`src/hw/rtl/paged_rom_board_with_command_latch_unit_macros.svh`:
```
// assertion macros used by the paged rom board controller
`ifndef PAGED_ROM_BOARD_WITH_COMMAND_LATCH_UNIT_MACROS_SVH
`define PAGED_ROM_BOARD_WITH_COMMAND_LATCH_UNIT_MACROS_SVH
`ifndef SYNTHESIS
`define PRB_ASSERT(lbl, prop, msg) \
  lbl: assert property (@(posedge clk_i) disable iff (!rst_ni) prop) else $error(msg);
`define PRB_ASSERT_NEXT(lbl, ante, cons, msg) \
  lbl: assert property (@(posedge clk_i) disable iff (!rst_ni) ante |=> cons) else $error(msg);
`else
`define PRB_ASSERT(lbl, prop, msg)
`define PRB_ASSERT_NEXT(lbl, ante, cons, msg)
`endif
`endif

```
`src/hw/rtl/prb_pkg.sv`:
```
// shared types and constants of the paged rom board
package prb_pkg;

  localparam int NUM_BANKS_DEF = 12;
  localparam int ROM_BYTES     = 16384;
  localparam int ROM_AW        = 14;
  localparam int BYTE_W        = 8;
  localparam int IN_TDATA_W    = 32;
  localparam int IN_TUSER_W    = 2;
  localparam int OUT_TDATA_W   = 16;

  // latch byte codes
  localparam logic [7:0] PREFIX_BYTE   = 8'hFC;
  localparam logic [7:0] IGN_FIRST     = 8'hFD;
  localparam logic [7:0] IGN_LAST      = 8'hFF;
  localparam logic [7:0] CMD_NOP       = 8'h00;
  localparam logic [7:0] CMD_SIMPLE_A  = 8'h01;
  localparam logic [7:0] CMD_SIMPLE_B  = 8'h02;
  localparam logic [7:0] CMD_SIMPLE_C  = 8'h07;
  localparam logic [7:0] CMD_SIMPLE_D  = 8'h08;
  localparam logic [7:0] CMD_BANK_IN   = 8'h10;
  localparam logic [7:0] CMD_BANK_OUT  = 8'h11;
  localparam logic [7:0] CMD_LED       = 8'hFE;
  localparam logic [7:0] CMD_OPT_RESET = 8'hFA;
  localparam logic [7:0] CMD_OPT_LOAD  = 8'hFD;
  localparam logic [7:0] CMD_OPT_SAVE  = 8'hFC;
  localparam logic [7:0] CMD_USB       = 8'hFF;

  localparam logic [ROM_AW-1:0] RESP_OFFSET   = 14'h3F00;
  localparam logic [ROM_AW-1:0] STATUS_OFFSET = 14'h3F01;
  localparam logic [7:0]        ERASED_BYTE   = 8'hFF;
  localparam logic [7:0]        STATUS_OK     = 8'h00;

  typedef enum logic [1:0] {
    MODE_READ,
    MODE_LATCH,
    MODE_LOAD,
    MODE_NOP
  } mode_e;

  typedef enum logic [1:0] {
    PHASE_IDLE,
    PHASE_PREFIX,
    PHASE_PARAMS
  } phase_e;

  typedef enum logic [2:0] {
    S_INIT,
    S_IDLE,
    S_FILL,
    S_STATUS,
    S_BUMP_RD,
    S_BUMP_WR,
    S_DONE
  } state_e;

  typedef enum logic [2:0] {
    OP_NONE,
    OP_ITEM,
    OP_CLEAR,
    OP_FILL,
    OP_STATUS,
    OP_BUMP_RD,
    OP_BUMP_WR
  } mem_op_e;

  typedef struct packed {
    mem_op_e op;
    logic    cnt_clr;
    logic    out_load;
  } dp_cmd_t;

  typedef struct packed {
    mode_e mode;
    logic  act_fill;
    logic  act_status;
    logic  act_bump;
    logic  cnt_last_all;
    logic  cnt_last_bank;
  } dp_status_t;

endpackage

```
`src/hw/rtl/prb_ctrl.sv`:
```
// controller: sequences item accept, store sweeps, counter update and result hand-off
`include "paged_rom_board_with_command_latch_unit_macros.svh"

module prb_ctrl (
  input  logic                clk_i,
  input  logic                rst_ni,
  input  logic                s_tvalid_i,
  output logic                s_tready_o,
  output logic                m_tvalid_o,
  input  logic                m_tready_i,
  input  prb_pkg::dp_status_t status_i,
  output prb_pkg::dp_cmd_t    cmd_o
);

  prb_pkg::state_e state_q, state_d;
  logic            out_valid_q, out_valid_d;

  always_comb begin
    state_d        = state_q;
    cmd_o.op       = prb_pkg::OP_NONE;
    cmd_o.cnt_clr  = 1'b0;
    cmd_o.out_load = 1'b0;
    s_tready_o     = 1'b0;
    case (state_q)
      prb_pkg::S_INIT: begin
        // erase every upper bank after reset
        cmd_o.op = prb_pkg::OP_CLEAR;
        if (status_i.cnt_last_all) begin
          cmd_o.cnt_clr = 1'b1;
          state_d       = prb_pkg::S_IDLE;
        end
      end
      prb_pkg::S_IDLE: begin
        s_tready_o = 1'b1;
        if (s_tvalid_i) begin
          cmd_o.op = prb_pkg::OP_ITEM;
          state_d  = prb_pkg::S_DONE;
          if (status_i.mode == prb_pkg::MODE_LATCH) begin
            if (status_i.act_fill) begin
              state_d = prb_pkg::S_FILL;
            end else if (status_i.act_status) begin
              state_d = prb_pkg::S_STATUS;
            end else if (status_i.act_bump) begin
              state_d = prb_pkg::S_BUMP_RD;
            end
          end
        end
      end
      prb_pkg::S_FILL: begin
        cmd_o.op = prb_pkg::OP_FILL;
        if (status_i.cnt_last_bank) begin
          cmd_o.cnt_clr = 1'b1;
          state_d       = prb_pkg::S_BUMP_RD;
        end
      end
      prb_pkg::S_STATUS: begin
        cmd_o.op = prb_pkg::OP_STATUS;
        state_d  = prb_pkg::S_BUMP_RD;
      end
      prb_pkg::S_BUMP_RD: begin
        cmd_o.op = prb_pkg::OP_BUMP_RD;
        state_d  = prb_pkg::S_BUMP_WR;
      end
      prb_pkg::S_BUMP_WR: begin
        cmd_o.op = prb_pkg::OP_BUMP_WR;
        state_d  = prb_pkg::S_DONE;
      end
      prb_pkg::S_DONE: begin
        if (!out_valid_q || m_tready_i) begin
          cmd_o.out_load = 1'b1;
          state_d        = prb_pkg::S_IDLE;
        end
      end
      default: begin
        state_d = prb_pkg::S_IDLE;
      end
    endcase
  end

  always_comb begin
    out_valid_d = out_valid_q;
    if (cmd_o.out_load) begin
      out_valid_d = 1'b1;
    end else if (m_tready_i) begin
      out_valid_d = 1'b0;
    end
  end

  always_ff @(posedge clk_i or negedge rst_ni) begin
    if (!rst_ni) begin
      state_q     <= prb_pkg::S_INIT;
      out_valid_q <= 1'b0;
    end else begin
      state_q     <= state_d;
      out_valid_q <= out_valid_d;
    end
  end

  assign m_tvalid_o = out_valid_q;

  `PRB_ASSERT(a_load_into_free_slot, cmd_o.out_load |-> (!out_valid_q || m_tready_i), "result register overwritten")
  `PRB_ASSERT_NEXT(a_accept_goes_busy, (s_tvalid_i && s_tready_o), !s_tready_o, "second item taken while busy")
  `PRB_ASSERT_NEXT(a_bump_write_follows, (state_q == prb_pkg::S_BUMP_RD), (state_q == prb_pkg::S_BUMP_WR), "counter update split")
  `PRB_ASSERT_NEXT(a_fill_then_bump, (state_q == prb_pkg::S_FILL && status_i.cnt_last_bank), (state_q == prb_pkg::S_BUMP_RD), "fill did not end in counter update")

endmodule

```
`config.mk`:
```
export PLATFORM = sky130hd
export DESIGN_NAME = prb_ctrl
export DESIGN_NICKNAME = d
export VERILOG_FILES = /design/src/hw/rtl/prb_pkg.sv /design/src/hw/rtl/prb_ctrl.sv
export VERILOG_INCLUDE_DIRS = /design/src /design/src/hw/rtl
export SDC_FILE = /design/constraint.sdc
export NUM_CORES = 1
export LEC_CHECK = 0
export BUFFER_PORTS_ARGS = -buffer_cell sky130_fd_sc_hd__buf_2
export CAP_MARGIN = 5
export CORE_AREA = 2 2 39 41
export DETAILED_ROUTE_END_ITERATION = 6
export DIE_AREA = 0 0 41 43
export PLACE_DENSITY = 0.58
export RECOVER_POWER = 50
export SYNTH_ARGS = -nofsm -noshare
export SYNTH_HDL_FRONTEND = slang
export SYNTH_SLANG_ARGS = --single-unit
```
`constraint.sdc`:
```
create_clock -name clk_i -period 3.7 [get_ports clk_i]
set_clock_uncertainty 0.05 [all_clocks]
set_input_delay 0.925 -clock clk_i [delete_from_list [all_inputs] [get_ports clk_i]]
set_output_delay 0.925 -clock clk_i [all_outputs]
set_load 0.1 [all_outputs]
```
==> results by group <==
Run status
  – Status: finished clean

Global routing
  – Number of global-route vias before repair: roughly 290
  – First-pass GRT wire length: 1170 µm
  – Antenna violations before repair: 0
  – Grt ovf: 0
  – Largest net degree at the start of global routing: 15
  – Total track usage: about a tenth

STA
  – Fmax: approximately 360 MHz
  – Worst rel slew slack: around 68%
  – Crit share post-route: between 70% and 80%
  – Final TNS setup: 0 ns
  – Setup-failing EPs final: 0
  – Worst Tran Pin Value: slightly below 0.5 ns
  – Hold violation total from the final report: 0
  – RSZ-0062 raised after global routing: false
  – Slew Limit Fails: 0
  – Min Tclk post-route: 2.81 ns

Floorplan
  – Full die area: around 0.0018 mm²
  – Core ar.: about 0.0014 mm²
  – Die width: ~40 µm
  – Die height: approximately 43 µm
  – Num rows: 14
  – Starting density of the core: between 20% and 30%
  – IO Pins: 18

Routing
  – Residual DRC: 0
  – Via density: roughly 4.8
  – Via count: about 370
  – WL final: roughly 800 µm
  – Routed Antenna Nets: 0
  – 1st-iter DRT viols: 4
  – Average routed wire per standard cell: 10.2 µm
  – First-pass iteration count of the detailed router: 4

Synthesis
  – Syn nets: 56
  – Ys Warns: 0
  – Sequential cell area fraction in the yosys report: 27.6%
  – #FFs+latches synth: 4
  – Gate Count Post-Synth: 45
  – Avg Inst Size Synth: 8.06 µm²
  – Yosys cell types: 25
  – Mapped cell area: roughly 360 µm²

Placement
  – Post-detail-place hpwl: 611 µm
  – GPL Wtd Cong: between 0.7 and 0.8
  – Port-buffer cells: 17

Layout
  – Area Growth Syn to Fin: 29.0%
  – Final net count: 75
  – Ant. Diodes: 0
  – Share of layout cells above drive strength 1: between 30% and 40%

Clocking
  – Post-CTS resize count: 0
  – Clock buffer count from CTS: 3
  – CTS tree: built
  – Setup Fix Bufs, Post-CTS: 0
  – Post-CTS Hold Fix Bufs: 0
  – # clock sinks: 4
  – Clk slew on worst S/H paths: 0.04 ns
  – Depth of the CTS H-tree: 1
  – Clk root buf: clkbuf_4
  – Clk_lat worst skew: about 0.24 ns
  – CTS max path bufs: 2

Flow run
  – Max-Cap Viols: 0

Critical path
  – CP Data Required Time: around 2.7 ns
  – Delay-heaviest family, CP: flip-flops
  – Critical path buffer and inverter count: 1
  – CP Capture Type: output port
  – Arrival time at the worst endpoint: between 1.5 and 2 ns
  – Crit-path max FO: 14
  – Internal reg-to-reg setup slack: between 1.5 and 2 ns
  – CP startpoint kind: flop
  – FF-to-FF path depth: 4
  – Critical path class: reg -> out
  – Delay of the slowest cell on the worst path: a little under 0.6 ns
  – Slowest CP cell: dfrtp_1
  – Critical-path cell list: nor2b_1, nand2_1, nor2_1, buf_2
  – Crit. path cell count: 4

Worst hold path
  – Worst min-delay path class: in -> async
## worst register-to-register path, cell delays in order (launching register included)
cell and delay [ns]:
dfrtp_1 0.59, nor2b_1 0.31, a2bb2oi_2 0.09, o22ai_1 0.31, mux2_4 0.33
## registers in the layout (all words and copies together) (netlist names)
name        cells
state_q         3
m_tvalid_o      1
## synth_stat cells (all sizes together)
cell | number | area (µm²)
mux2 | 1 | 15.0
nand3 | 1 | 5.00
o32ai | 1 | 8.76
buf | 3 | 17.5
a21oi | 2 | 10.0
mux2i | 1 | 10.0
nor2 | 3 | 11.3
o21ai | 4 | 20.0
nand2 | 3 | 11.3
a2bb2oi | 1 | 15.0
inv | 4 | 15.0
or3 | 1 | 6.26
nor2b | 5 | 33.8
a311oi | 1 | 8.76
dfrtp | 4 | 100
xor2 | 1 | 8.76
nand2b | 2 | 15.0
a31oi | 2 | 12.5
o22ai | 2 | 18.8
nor3 | 3 | 20.0
## per-stage QoR
step	hold slack (ns)	cell area [µm²]	setup slack [ns]	utilization, %	instances
after floorplan	0.579	368	0.0212	-	45
after global routing	0.485	468	0.709	33.8	78
after detailed placement	0.462	455	1.08	32.9	75
final	0.456	468	0.891	33.8	78
after CTS	0.425	478	0.871	34.5	78
after global placement	0.451	455	1.10	32.9	75
## cell families (layout without fill, tap and decap cells)
kind of cell,after synthesis,after routing,synth area share (%)
flip-flops,4,4,27.6
AO/OA/AOI/OAI,13,13,25.9
XOR/XNOR,1,1,2.41
AND/OR/NAND/NOR,18,18,28.3
multiplexers,2,2,6.90
buffers and inverters,7,24,8.97
## metal layers
metal	vias to the layer above	GRT usage, %	part of all wire, %
li1	194	-	-
met1	162	13.4	47
met2	13	12.5	46
met3	2	3.14	5.6
met4	0	10.0	1.9
met5	-	0	0
## path summary, 6_finish.rpt
| path | end | from |
|---|---|---|
| max | cmd_o[0] | state_q[1] |
| min | state_q[1] | rst_ni |
| max reg2reg | state_q[1] | state_q[1] |
| min reg2reg | m_tvalid_o | m_tvalid_o |
| max in group asynchronous | state_q[2] | rst_ni |
| min in group clk_i | m_tvalid_o | m_tvalid_o |
## cell usage in the layout (no fill, tap or decap)
cell,n
nor2_1,3
nand3_1,1
buf_2,16
nand2b_1,1
o21ai_0,2
nand2b_2,1
a21oi_1,2
nor3_1,1
o21ai_1,2
dfrtp_1,4
clkbuf_1,1
a311oi_1,1
clkbuf_4,3
nor3_2,2
a2bb2oi_2,1
nor2b_1,5
o32ai_1,1
nand2_1,3
or3_1,1
a31oi_1,2
o22ai_1,2
mux2_4,1
xor2_1,1
mux2i_1,1
inv_1,4
## area by class of cell
type / instances / area (µm²)
clock buffer: 3 / 22.5
inverter: 4 / 15.0
tap: 16 / 20.0
timing repair buffer: 17 / 83.8
multi-input combinational: 34 / 226
sequential: 4 / 100
fill: 154 / 916
Power is left out: the tool's default activity adds up to more than one toggle a clock period on the data nets, which glitch-free logic cannot reach.
